File: config.mk
export PLATFORM = sky130hd
export DESIGN_NAME = integer_to_word_tokens
export DESIGN_NICKNAME = d
export VERILOG_FILES = /design/src/rtl/core/iwt_pkg.sv /design/src/rtl/core/iwt_bcd.sv /design/src/rtl/core/iwt_speller.sv /design/src/rtl/core/integer_to_word_tokens.sv
export SDC_FILE = /design/constraint.sdc
export NUM_CORES = 1
export LEC_CHECK = 0
export ABC_AREA = 1
export BUFFER_PORTS_ARGS = -buffer_cell sky130_fd_sc_hd__clkbuf_2
export CAP_MARGIN = 20
export CELL_PAD_IN_SITES_DETAIL_PLACEMENT = 1
export CELL_PAD_IN_SITES_GLOBAL_PLACEMENT = 1
export CORE_AREA = 2 2 131 146
export CTS_BUF_LIST = sky130_fd_sc_hd__clkbuf_8
export CTS_CLUSTER_SIZE = 16
export DETAILED_ROUTE_END_ITERATION = 16
export DIE_AREA = 0 0 133 148
export GPL_TIMING_DRIVEN = 0
export PLACE_DENSITY_LB_ADDON = 0.2
export SLEW_MARGIN = 20
export SYNTH_ARGS = -nofsm -noshare
export SYNTH_HDL_FRONTEND = slang
export SYNTH_SLANG_ARGS = --single-unit
File: constraint.sdc
create_clock -name clock -period 4.3 [get_ports clock]
set_input_delay 0.86 -clock clock [delete_from_list [all_inputs] [get_ports clock]]
set_output_delay 0.86 -clock clock [all_outputs]
set_load 0.03 [all_outputs]
File: src/rtl/core/iwt_pkg.sv
// Shared constants, types and state codes for the integer-to-word-tokens block.
// Used by iwt_bcd, iwt_speller and integer_to_word_tokens; depends on nothing.
package iwt_pkg;

   localparam int NUM_W      = 31;           // input number width
   localparam int CODE_W     = 5;            // word code width
   localparam int DIGITS     = 10;           // decimal digits of a 31-bit number
   localparam int BCD_W      = 4 * DIGITS;   // packed BCD width
   localparam int GROUPS     = 4;            // billion, million, thousand, units
   localparam int GRP_SLOTS  = 5;            // digit, Hundred, tens/teen, units, scale
   localparam int SLOTS      = GROUPS * GRP_SLOTS;
   localparam int SLOT_W     = $clog2(SLOTS);
   localparam int STEP_W     = $clog2(NUM_W);
   localparam int REQ_DATA_W = 32;
   localparam int RSP_DATA_W = 8;

   localparam logic [CODE_W-1:0] WORD_ZERO     = 5'd0;
   localparam logic [CODE_W-1:0] WORD_TENS_OFS = 5'd18;
   localparam logic [CODE_W-1:0] WORD_HUNDRED  = 5'd28;
   localparam logic [CODE_W-1:0] WORD_THOUSAND = 5'd29;
   localparam logic [CODE_W-1:0] WORD_MILLION  = 5'd30;
   localparam logic [CODE_W-1:0] WORD_BILLION  = 5'd31;

   typedef enum logic [2:0] {
      ST_IDLE  = 3'b001,
      ST_CONV  = 3'b010,
      ST_SPELL = 3'b100
   } state_type;

   typedef struct packed {
      logic busy;
      logic done;
   } bcd_stat_type;

   typedef struct packed {
      logic busy;
      logic finished;
   } spell_stat_type;

endpackage

File: src/rtl/core/iwt_bcd.sv
// Iterative binary-to-BCD converter: one add-3-and-shift step per cycle.
// Depends on iwt_pkg.
module iwt_bcd (
   input  logic                           clock,
   input  logic                           reset,
   input  logic                           start,
   input  logic [iwt_pkg::NUM_W-1:0]      number,
   output logic [iwt_pkg::BCD_W-1:0]      digits,
   output iwt_pkg::bcd_stat_type          stat
);

   logic [iwt_pkg::NUM_W-1:0]  bin_ff, bin_in;
   logic [iwt_pkg::BCD_W-1:0]  bcd_ff, bcd_in;
   logic [iwt_pkg::STEP_W-1:0] step_ff, step_in;
   logic                       busy_ff, busy_in;
   logic                       done_ff, done_in;
   logic [iwt_pkg::BCD_W-1:0]  adj;

   // add 3 to every digit of 5 or more before the shift
   always_comb begin
      for (int k = 0; k < iwt_pkg::DIGITS; k++) begin
         if (bcd_ff[4*k +: 4] >= 4'd5) begin
            adj[4*k +: 4] = bcd_ff[4*k +: 4] + 4'd3;
         end else begin
            adj[4*k +: 4] = bcd_ff[4*k +: 4];
         end
      end
   end

   always_comb begin
      bin_in  = bin_ff;
      bcd_in  = bcd_ff;
      step_in = step_ff;
      busy_in = busy_ff;
      done_in = 1'b0;
      if (start) begin
         bin_in  = number;
         bcd_in  = '0;
         step_in = '0;
         busy_in = 1'b1;
      end else if (busy_ff) begin
         bcd_in  = {adj[iwt_pkg::BCD_W-2:0], bin_ff[iwt_pkg::NUM_W-1]};
         bin_in  = {bin_ff[iwt_pkg::NUM_W-2:0], 1'b0};
         step_in = step_ff + 1'b1;
         if (step_ff == iwt_pkg::STEP_W'(iwt_pkg::NUM_W - 1)) begin
            busy_in = 1'b0;
            done_in = 1'b1;
         end
      end
   end

   always_ff @(posedge clock) begin
      bin_ff  <= bin_in;
      bcd_ff  <= bcd_in;
      step_ff <= step_in;
      if (reset) begin
         busy_ff <= 1'b0;
         done_ff <= 1'b0;
      end else begin
         busy_ff <= busy_in;
         done_ff <= done_in;
      end
   end

   assign digits    = bcd_ff;
   assign stat.busy = busy_ff;
   assign stat.done = done_ff;

endmodule

File: src/rtl/core/iwt_speller.sv
// Word sequencer: walks the 20 word slots of the four digit groups and emits
// each present word through an output register. Depends on iwt_pkg.
module iwt_speller (
   input  logic                            clock,
   input  logic                            reset,
   input  logic                            start,
   input  logic [iwt_pkg::BCD_W-1:0]       digits,
   output logic                            word_valid,
   input  logic                            word_ready,
   output logic [iwt_pkg::CODE_W-1:0]      word_code,
   output logic                            word_last,
   output iwt_pkg::spell_stat_type         stat
);

   logic [iwt_pkg::BCD_W-1:0]  digits_ff, digits_in;
   logic [iwt_pkg::SLOT_W-1:0] pos_ff, pos_in;
   logic                       active_ff, active_in;
   logic                       zero_ff, zero_in;
   logic                       valid_ff, valid_in;
   logic [iwt_pkg::CODE_W-1:0] code_ff, code_in;
   logic                       last_ff, last_in;

   logic [iwt_pkg::SLOTS-1:0]  slot_ok;
   logic [iwt_pkg::CODE_W-1:0] slot_code [iwt_pkg::SLOTS];
   logic [iwt_pkg::SLOTS:0]    upto_mask;
   logic                       later;
   logic                       cur_ok;
   logic                       load_ok;
   logic                       taken;

   // per-group slot decode, billion group first
   always_comb begin
      logic [47:0]                ext;
      logic [3:0]                 h, t, u;
      logic                       above20;
      logic [iwt_pkg::CODE_W-1:0] scale;
      ext = {8'd0, digits_ff};
      for (int j = 0; j < iwt_pkg::GROUPS; j++) begin
         u = ext[(iwt_pkg::GROUPS-1-j)*12 +: 4];
         t = ext[(iwt_pkg::GROUPS-1-j)*12 + 4 +: 4];
         h = ext[(iwt_pkg::GROUPS-1-j)*12 + 8 +: 4];
         above20 = (t >= 4'd3) || ((t == 4'd2) && (u != 4'd0));
         case (j)
            0:       scale = iwt_pkg::WORD_BILLION;
            1:       scale = iwt_pkg::WORD_MILLION;
            default: scale = iwt_pkg::WORD_THOUSAND;
         endcase
         slot_ok[j*5]       = (h != 4'd0);
         slot_code[j*5]     = iwt_pkg::CODE_W'(h);
         slot_ok[j*5+1]     = (h != 4'd0);
         slot_code[j*5+1]   = iwt_pkg::WORD_HUNDRED;
         slot_ok[j*5+2]     = (t != 4'd0) || (u != 4'd0);
         slot_code[j*5+2]   = above20 ? (iwt_pkg::WORD_TENS_OFS + iwt_pkg::CODE_W'(t))
                                      : (iwt_pkg::CODE_W'(t) * 5'd10 + iwt_pkg::CODE_W'(u));
         slot_ok[j*5+3]     = above20 && (u != 4'd0);
         slot_code[j*5+3]   = iwt_pkg::CODE_W'(u);
         slot_ok[j*5+4]     = (j != iwt_pkg::GROUPS - 1) && ((h | t | u) != 4'd0);
         slot_code[j*5+4]   = scale;
      end
      // a zero number speaks the first slot, whose digit reads as Zero
      slot_ok[0] = slot_ok[0] | zero_ff;
   end

   assign upto_mask = ((iwt_pkg::SLOTS+1)'(1) << (pos_ff + 1'b1)) - 1'b1;
   assign later     = |(slot_ok & ~upto_mask[iwt_pkg::SLOTS-1:0]);
   assign cur_ok    = slot_ok[pos_ff];
   assign taken     = valid_ff & word_ready;
   assign load_ok   = !valid_ff || word_ready;

   always_comb begin
      digits_in = digits_ff;
      pos_in    = pos_ff;
      active_in = active_ff;
      zero_in   = zero_ff;
      valid_in  = taken ? 1'b0 : valid_ff;
      code_in   = code_ff;
      last_in   = last_ff;
      if (start) begin
         digits_in = digits;
         zero_in   = (digits == '0);
         pos_in    = '0;
         active_in = 1'b1;
      end else if (active_ff) begin
         if (!cur_ok) begin
            pos_in = pos_ff + 1'b1;
         end else if (load_ok) begin
            valid_in = 1'b1;
            code_in  = slot_code[pos_ff];
            last_in  = !later;
            if (!later) begin
               active_in = 1'b0;
            end else begin
               pos_in = pos_ff + 1'b1;
            end
         end
      end
   end

   always_ff @(posedge clock) begin
      digits_ff <= digits_in;
      pos_ff    <= pos_in;
      zero_ff   <= zero_in;
      code_ff   <= code_in;
      last_ff   <= last_in;
      if (reset) begin
         active_ff <= 1'b0;
         valid_ff  <= 1'b0;
      end else begin
         active_ff <= active_in;
         valid_ff  <= valid_in;
      end
   end

   assign word_valid    = valid_ff;
   assign word_code     = code_ff;
   assign word_last     = last_ff;
   assign stat.busy     = active_ff | valid_ff;
   assign stat.finished = taken & last_ff;

endmodule

File: src/rtl/core/integer_to_word_tokens.sv
// Top level: spells a 31-bit number as a run of English word codes.
// Depends on iwt_pkg, iwt_bcd and iwt_speller.
//
//  channel | dir | handshake           | payload
//  --------+-----+---------------------+-------------------------------------
//  req     | in  | req_tvalid/tready   | req_tdata[30:0] number
//  rsp     | out | rsp_tvalid/tready   | rsp_tdata[4:0] word_code, rsp_tlast
//
// A number is accepted, converted by 31 add-3-and-shift steps in the BCD
// converter and handed off to the sequencer, which walks the word slots one
// per cycle up to the last word, waiting whenever a word cannot yet enter the
// output register because the result side stalls.
// The single BCD shift unit and the one-slot-per-cycle word sequencer set the pace.
// Reset is synchronous and active high; it empties the output register and
// returns the block to idle. req_tready is high only while idle; a stalled
// result word holds in the output register and the sequencer waits on it.
module integer_to_word_tokens (
   input  logic                                clock,
   input  logic                                reset,
   input  logic                                req_tvalid,
   output logic                                req_tready,
   input  logic [iwt_pkg::REQ_DATA_W-1:0]      req_tdata,   // [30:0] number, [31] zero pad
   output logic                                rsp_tvalid,
   input  logic                                rsp_tready,
   output logic [iwt_pkg::RSP_DATA_W-1:0]      rsp_tdata,   // [4:0] word_code, [7:5] zero pad
   output logic                                rsp_tlast
);

   iwt_pkg::state_type       state_ff, state_in;
   iwt_pkg::bcd_stat_type    bcd_stat;
   iwt_pkg::spell_stat_type  spell_stat;
   logic [iwt_pkg::BCD_W-1:0]  digits;
   logic [iwt_pkg::CODE_W-1:0] word_code;
   logic                       req_take;

   assign req_tready = (state_ff == iwt_pkg::ST_IDLE);
   assign req_take   = req_tvalid & req_tready;

   // start the converter on accept; hand its digits to the sequencer when done
   iwt_bcd u_bcd (
      .clock  (clock),
      .reset  (reset),
      .start  (req_take),
      .number (req_tdata[iwt_pkg::NUM_W-1:0]),
      .digits (digits),
      .stat   (bcd_stat)
   );

   iwt_speller u_speller (
      .clock      (clock),
      .reset      (reset),
      .start      (bcd_stat.done),
      .digits     (digits),
      .word_valid (rsp_tvalid),
      .word_ready (rsp_tready),
      .word_code  (word_code),
      .word_last  (rsp_tlast),
      .stat       (spell_stat)
   );

   assign rsp_tdata = {{(iwt_pkg::RSP_DATA_W - iwt_pkg::CODE_W){1'b0}}, word_code};

   // advance idle -> convert -> spell -> idle
   always_comb begin
      state_in = state_ff;
      case (state_ff)
         iwt_pkg::ST_IDLE: begin
            if (req_take) state_in = iwt_pkg::ST_CONV;
         end
         iwt_pkg::ST_CONV: begin
            if (bcd_stat.done) state_in = iwt_pkg::ST_SPELL;
         end
         iwt_pkg::ST_SPELL: begin
            if (spell_stat.finished) state_in = iwt_pkg::ST_IDLE;
         end
         default: state_in = iwt_pkg::ST_IDLE;
      endcase
   end

   always_ff @(posedge clock) begin
      if (reset) begin
         state_ff <= iwt_pkg::ST_IDLE;
      end else begin
         state_ff <= state_in;
      end
   end

   // nothing is pending on the result side while a new number may enter
   a_idle_quiet: assert property (@(posedge clock) disable iff (reset)
      req_tready |-> (!rsp_tvalid && !bcd_stat.busy && !spell_stat.busy))
      else $error("block ready while work is pending");

   // the converter only finishes during conversion
   a_done_in_conv: assert property (@(posedge clock) disable iff (reset)
      bcd_stat.done |-> (state_ff == iwt_pkg::ST_CONV))
      else $error("conversion done outside conversion state");

   // delivering the last word frees the input side on the next cycle
   a_last_frees: assert property (@(posedge clock) disable iff (reset)
      (rsp_tvalid && rsp_tready && rsp_tlast) |=> req_tready)
      else $error("input not ready after last word");

   a_state_onehot: assert property (@(posedge clock) disable iff (reset)
      $onehot(state_ff))
      else $error("state register not one-hot");

endmodule
==> impl_metrics.json <==
{
  "worst_path_max_delay_cell": "buf_2",
  "ys_types": 50,
  "vias": 6891,
  "finalWirelength_um": 22900,
  "r2r-start": "state_ff[0]",
  "synth_ff_type": "edfxtp_1",
  "die-height_um": 148,
  "synth-adder-area-share_pct": 8.84,
  "crit_path_end_kind": "register",
  "hold_end": "u_speller.digits_ff[27]",
  "fp-row-count": 52,
  "cp_cell_sequence": "inv_1 > nor3_1 > inv_1 > nor2_1 > nor2_1 > inv_1 > buf_2",
  "numCtsBuffers": 17,
  "clock.fmax_ghz": 0.273,
  "clk_pin_slew_ns": 0.08,
  "fp.dieW_um": 133,
  "tightest_slew_ns": 1.02,
  "startpoint_type": "register",
  "antennaDiodeCount": 0,
  "clk_latency_ns": 0.47,
  "timing.rr.end": "u_bcd.bin_ff[28]",
  "ant_nets": 0,
  "path_buf_inv": 4,
  "use_met1_pct": 29.3,
  "mostFrequentLayoutCell": "nand2_1",
  "swShare_pct": 34.3,
  "ys_seq_elements": 135,
  "hold_path_class": "register to register",
  "r2r_slack_ns": 0.64,
  "die-area_mm2": 0.0197,
  "drt-pass1-iter-count": 5,
  "area_growth_pct": 12.0,
  "comb_power_share_pct": 25.7,
  "avgSynthCellArea_um2": 8.19,
  "via_per_inst": 5.29,
  "hold_path_startpoint": "u_bcd.digits[27]",
  "async_flop_share_pct": 0,
  "peakVddDrop_v": 0.000225,
  "finalSetupViolCount": 0,
  "syn-instance-count": 982,
  "critPathMaxStageDelay_ns": 0.81,
  "drv_slew": 0,
  "avgRoutedWirePerCell_um": 17.6,
  "hpwl_um": 17400,
  "crit_required_ns": 4.39,
  "leakage_nw": 3.97,
  "powerDensity_mw_per_mm2": 395,
  "stdcell_area_mm2": 0.00900,
  "cts.path.max_buffers": 2,
  "synth-edff-count": 78,
  "p_total_w": 0.00356,
  "grtUsageMet3_pct": 4.22,
  "synth_xor_area_share_pct": 2.51,
  "most-common-layout-cells": "230 x nand2_1, 127 x inv_1, 78 x edfxtp_1, 73 x nor2_1, 65 x o21ai_0",
  "cp_common_cell": "inv_1",
  "cts_resized": 0,
  "p_seq_share_pct": 42.5,
  "cpLargestDelayFamily": "simple AND/OR/NAND/NOR gates",
  "crit_arrival_ns": 3.74,
  "final-seq-area_mm2": 0.00348,
  "max_slew_margin_pct": 31.9,
  "grt_pass1_vias": 7024,
  "clock_sinks": 135,
  "nets": 1137,
  "port_buffers": 42,
  "antenna_found_initial": 0,
  "place_area_mm2": 0.00858,
  "synth_compound_area_share_pct": 14.4,
  "finClkSkew_ns": 0.0166,
  "grt.total_usage_pct": 23.9,
  "grt_pass1_wl_um": 36700,
  "status": "finished clean",
  "drc": 0,
  "min_path_cells": 0,
  "maxCapViolCount": 0,
  "layout-drive-gt1-share_pct": 12.4,
  "cts_setup_buffers": 0,
  "busiest_layer": "met2",
  "cts_tree": "built",
  "coreArea_mm2": 0.0182,
  "final-hold-violation-count": 0,
  "internal_power_w": 0.00234,
  "grt_max_degree": 41,
  "met2_usage_pct": 42.0,
  "yosys.area_share.simple_pct": 22.9,
  "r2r_cells": 7,
  "cts.htree.levels": 4,
  "drtIter0Drc": 351,
  "synth_top_family_by_area": "simple AND/OR/NAND/NOR gates",
  "crit_path_max_fanout": 40,
  "multiInputGateArea_mm2": 0.00392,
  "root_buffer": "clkbuf_8",
  "ioPinCount": 47,
  "dp_cells": 1270,
  "clockPowerShare_pct": 31.8,
  "place_congestion": 0.851,
  "p_sw_w": 0.00122,
  "netlist_area_mm2": 0.00804,
  "finalCritPeriodShare_pct": 85.0,
  "initial_utilization_pct": 44.3,
  "cts-hold-fix-buffers": 0,
  "period_needed_ns": 3.66,
  "overflow": 0,
  "fin_tns_setup_ns": 0,
  "fillers": 2238,
  "rsz0062_at_grt": "no",
  "synth.area.mux_share_pct": 0,
  "yosysWarnings": 0,
  "path_class": "register to register",
  "final_core_util_pct": 49.6,
  "ys_seq_area_share_pct": 43.3,
  "fin_cells": 1302
}
-- cell families after synthesis --
family                   Yosys count
adder cells (fa/ha/maj)           55
flip-flops                       135
buffers and inverters            162
other                              1
AO/OA/AOI/OAI                    195
AND/OR/NAND/NOR                  411
XOR/XNOR                          23
-- area by class of cell --
class / count / share of cell area [%]
Timing Repair Buffer: 43 / 2.56
Buffer: 27 / 1.53
Tap cell: 243 / 3.38
Sequential cell: 135 / 38.7
Inverter: 135 / 5.63
Clock inverter: 14 / 1.90
Multi-Input combinational cell: 687 / 43.6
Clock buffer: 18 / 2.75
-- worst register-to-register path, stage by stage (launching register included) --
cell and delay, ns:
dfxtp_1 0.34, inv_1 0.05, nor3_1 0.33, inv_1 0.11, nor2_1 0.78, nor2_1 0.47
inv_1 0.36, buf_2 0.81
-- registers in the layout, indices dropped and copies added (netlist names) --
register	cells
u_bcd.digits	40
u_speller.digits_ff	40
u_bcd.bin_ff	31
u_bcd.step_ff	5
u_speller.pos_ff	5
u_speller.word_code	5
state_ff	3
u_bcd.busy_ff	1
u_bcd.done_ff	1
u_speller.active_ff	1
u_speller.word_last	1
u_speller.word_valid	1
u_speller.zero_ff	1
-- synthesized netlist by cell type, types with 7 or more instances --
| cell | number | share of area [%] |
|---|---|---|
| nand2_1 | 230 | 11 |
| dfxtp_1 | 57 | 14 |
| o22ai_1 | 11 | 0.86 |
| nand2_2 | 9 | 0.70 |
| o21ai_0 | 65 | 4.0 |
| a21oi_1 | 57 | 3.5 |
| nand4_1 | 16 | 1.2 |
| a31oi_1 | 11 | 0.86 |
| edfxtp_1 | 78 | 29 |
| inv_1 | 127 | 5.9 |
| a32oi_1 | 7 | 0.76 |
| o21ai_1 | 7 | 0.44 |
| ha_1 | 52 | 8.1 |
| clkbuf_1 | 15 | 0.70 |
| nor2_1 | 73 | 3.4 |
| o211ai_1 | 9 | 0.84 |
| xor2_1 | 17 | 1.9 |
| nand3_1 | 40 | 2.5 |
| nor3_1 | 12 | 0.75 |
-- through the flow --
step | setup WS [ns] | hold slack (ns)
after floorplan | 1.44 | 0.408
after global placement | 0.471 | 0.414
after detailed placement | 0.400 | 0.430
after CTS | 0.555 | 0.445
after global routing | 0.283 | 0.453
final | 0.643 | 0.446
-- layer usage --
layer	routed length, um	vias to the layer above
met5	0	-
met4	597	0
met3	725	42
met2	11500	113
met1	10100	3312
li1	-	3424
-- power groups by stage --
stage               sequential (W)  clock [W]  combinational [W]
detailed placement         0.00154          0           0.000914
global placement           0.00154          0           0.000894
finish                     0.00151    0.00113           0.000916
floorplan                  0.00152          0           0.000665
global route               0.00152    0.00119            0.00102
CTS                        0.00151    0.00115           0.000920
-- worst max path at each step --
stage,start,end,slack (ns),depth (start not counted)
2_1_floorplan,state_ff[0],u_bcd.bin_ff[0],1.44,7
3_3_place_gp,req_tvalid,u_bcd.bin_ff[22],0.47,6
3_5_place_dp,req_tvalid,u_bcd.bin_ff[23],0.40,6
4_1_cts,state_ff[0],u_bcd.bin_ff[28],0.55,7
5_1_grt,state_ff[0],u_bcd.bin_ff[26],0.28,7
6_report,state_ff[0],u_bcd.bin_ff[28],0.64,7
(Power assumes the default switching activity.)
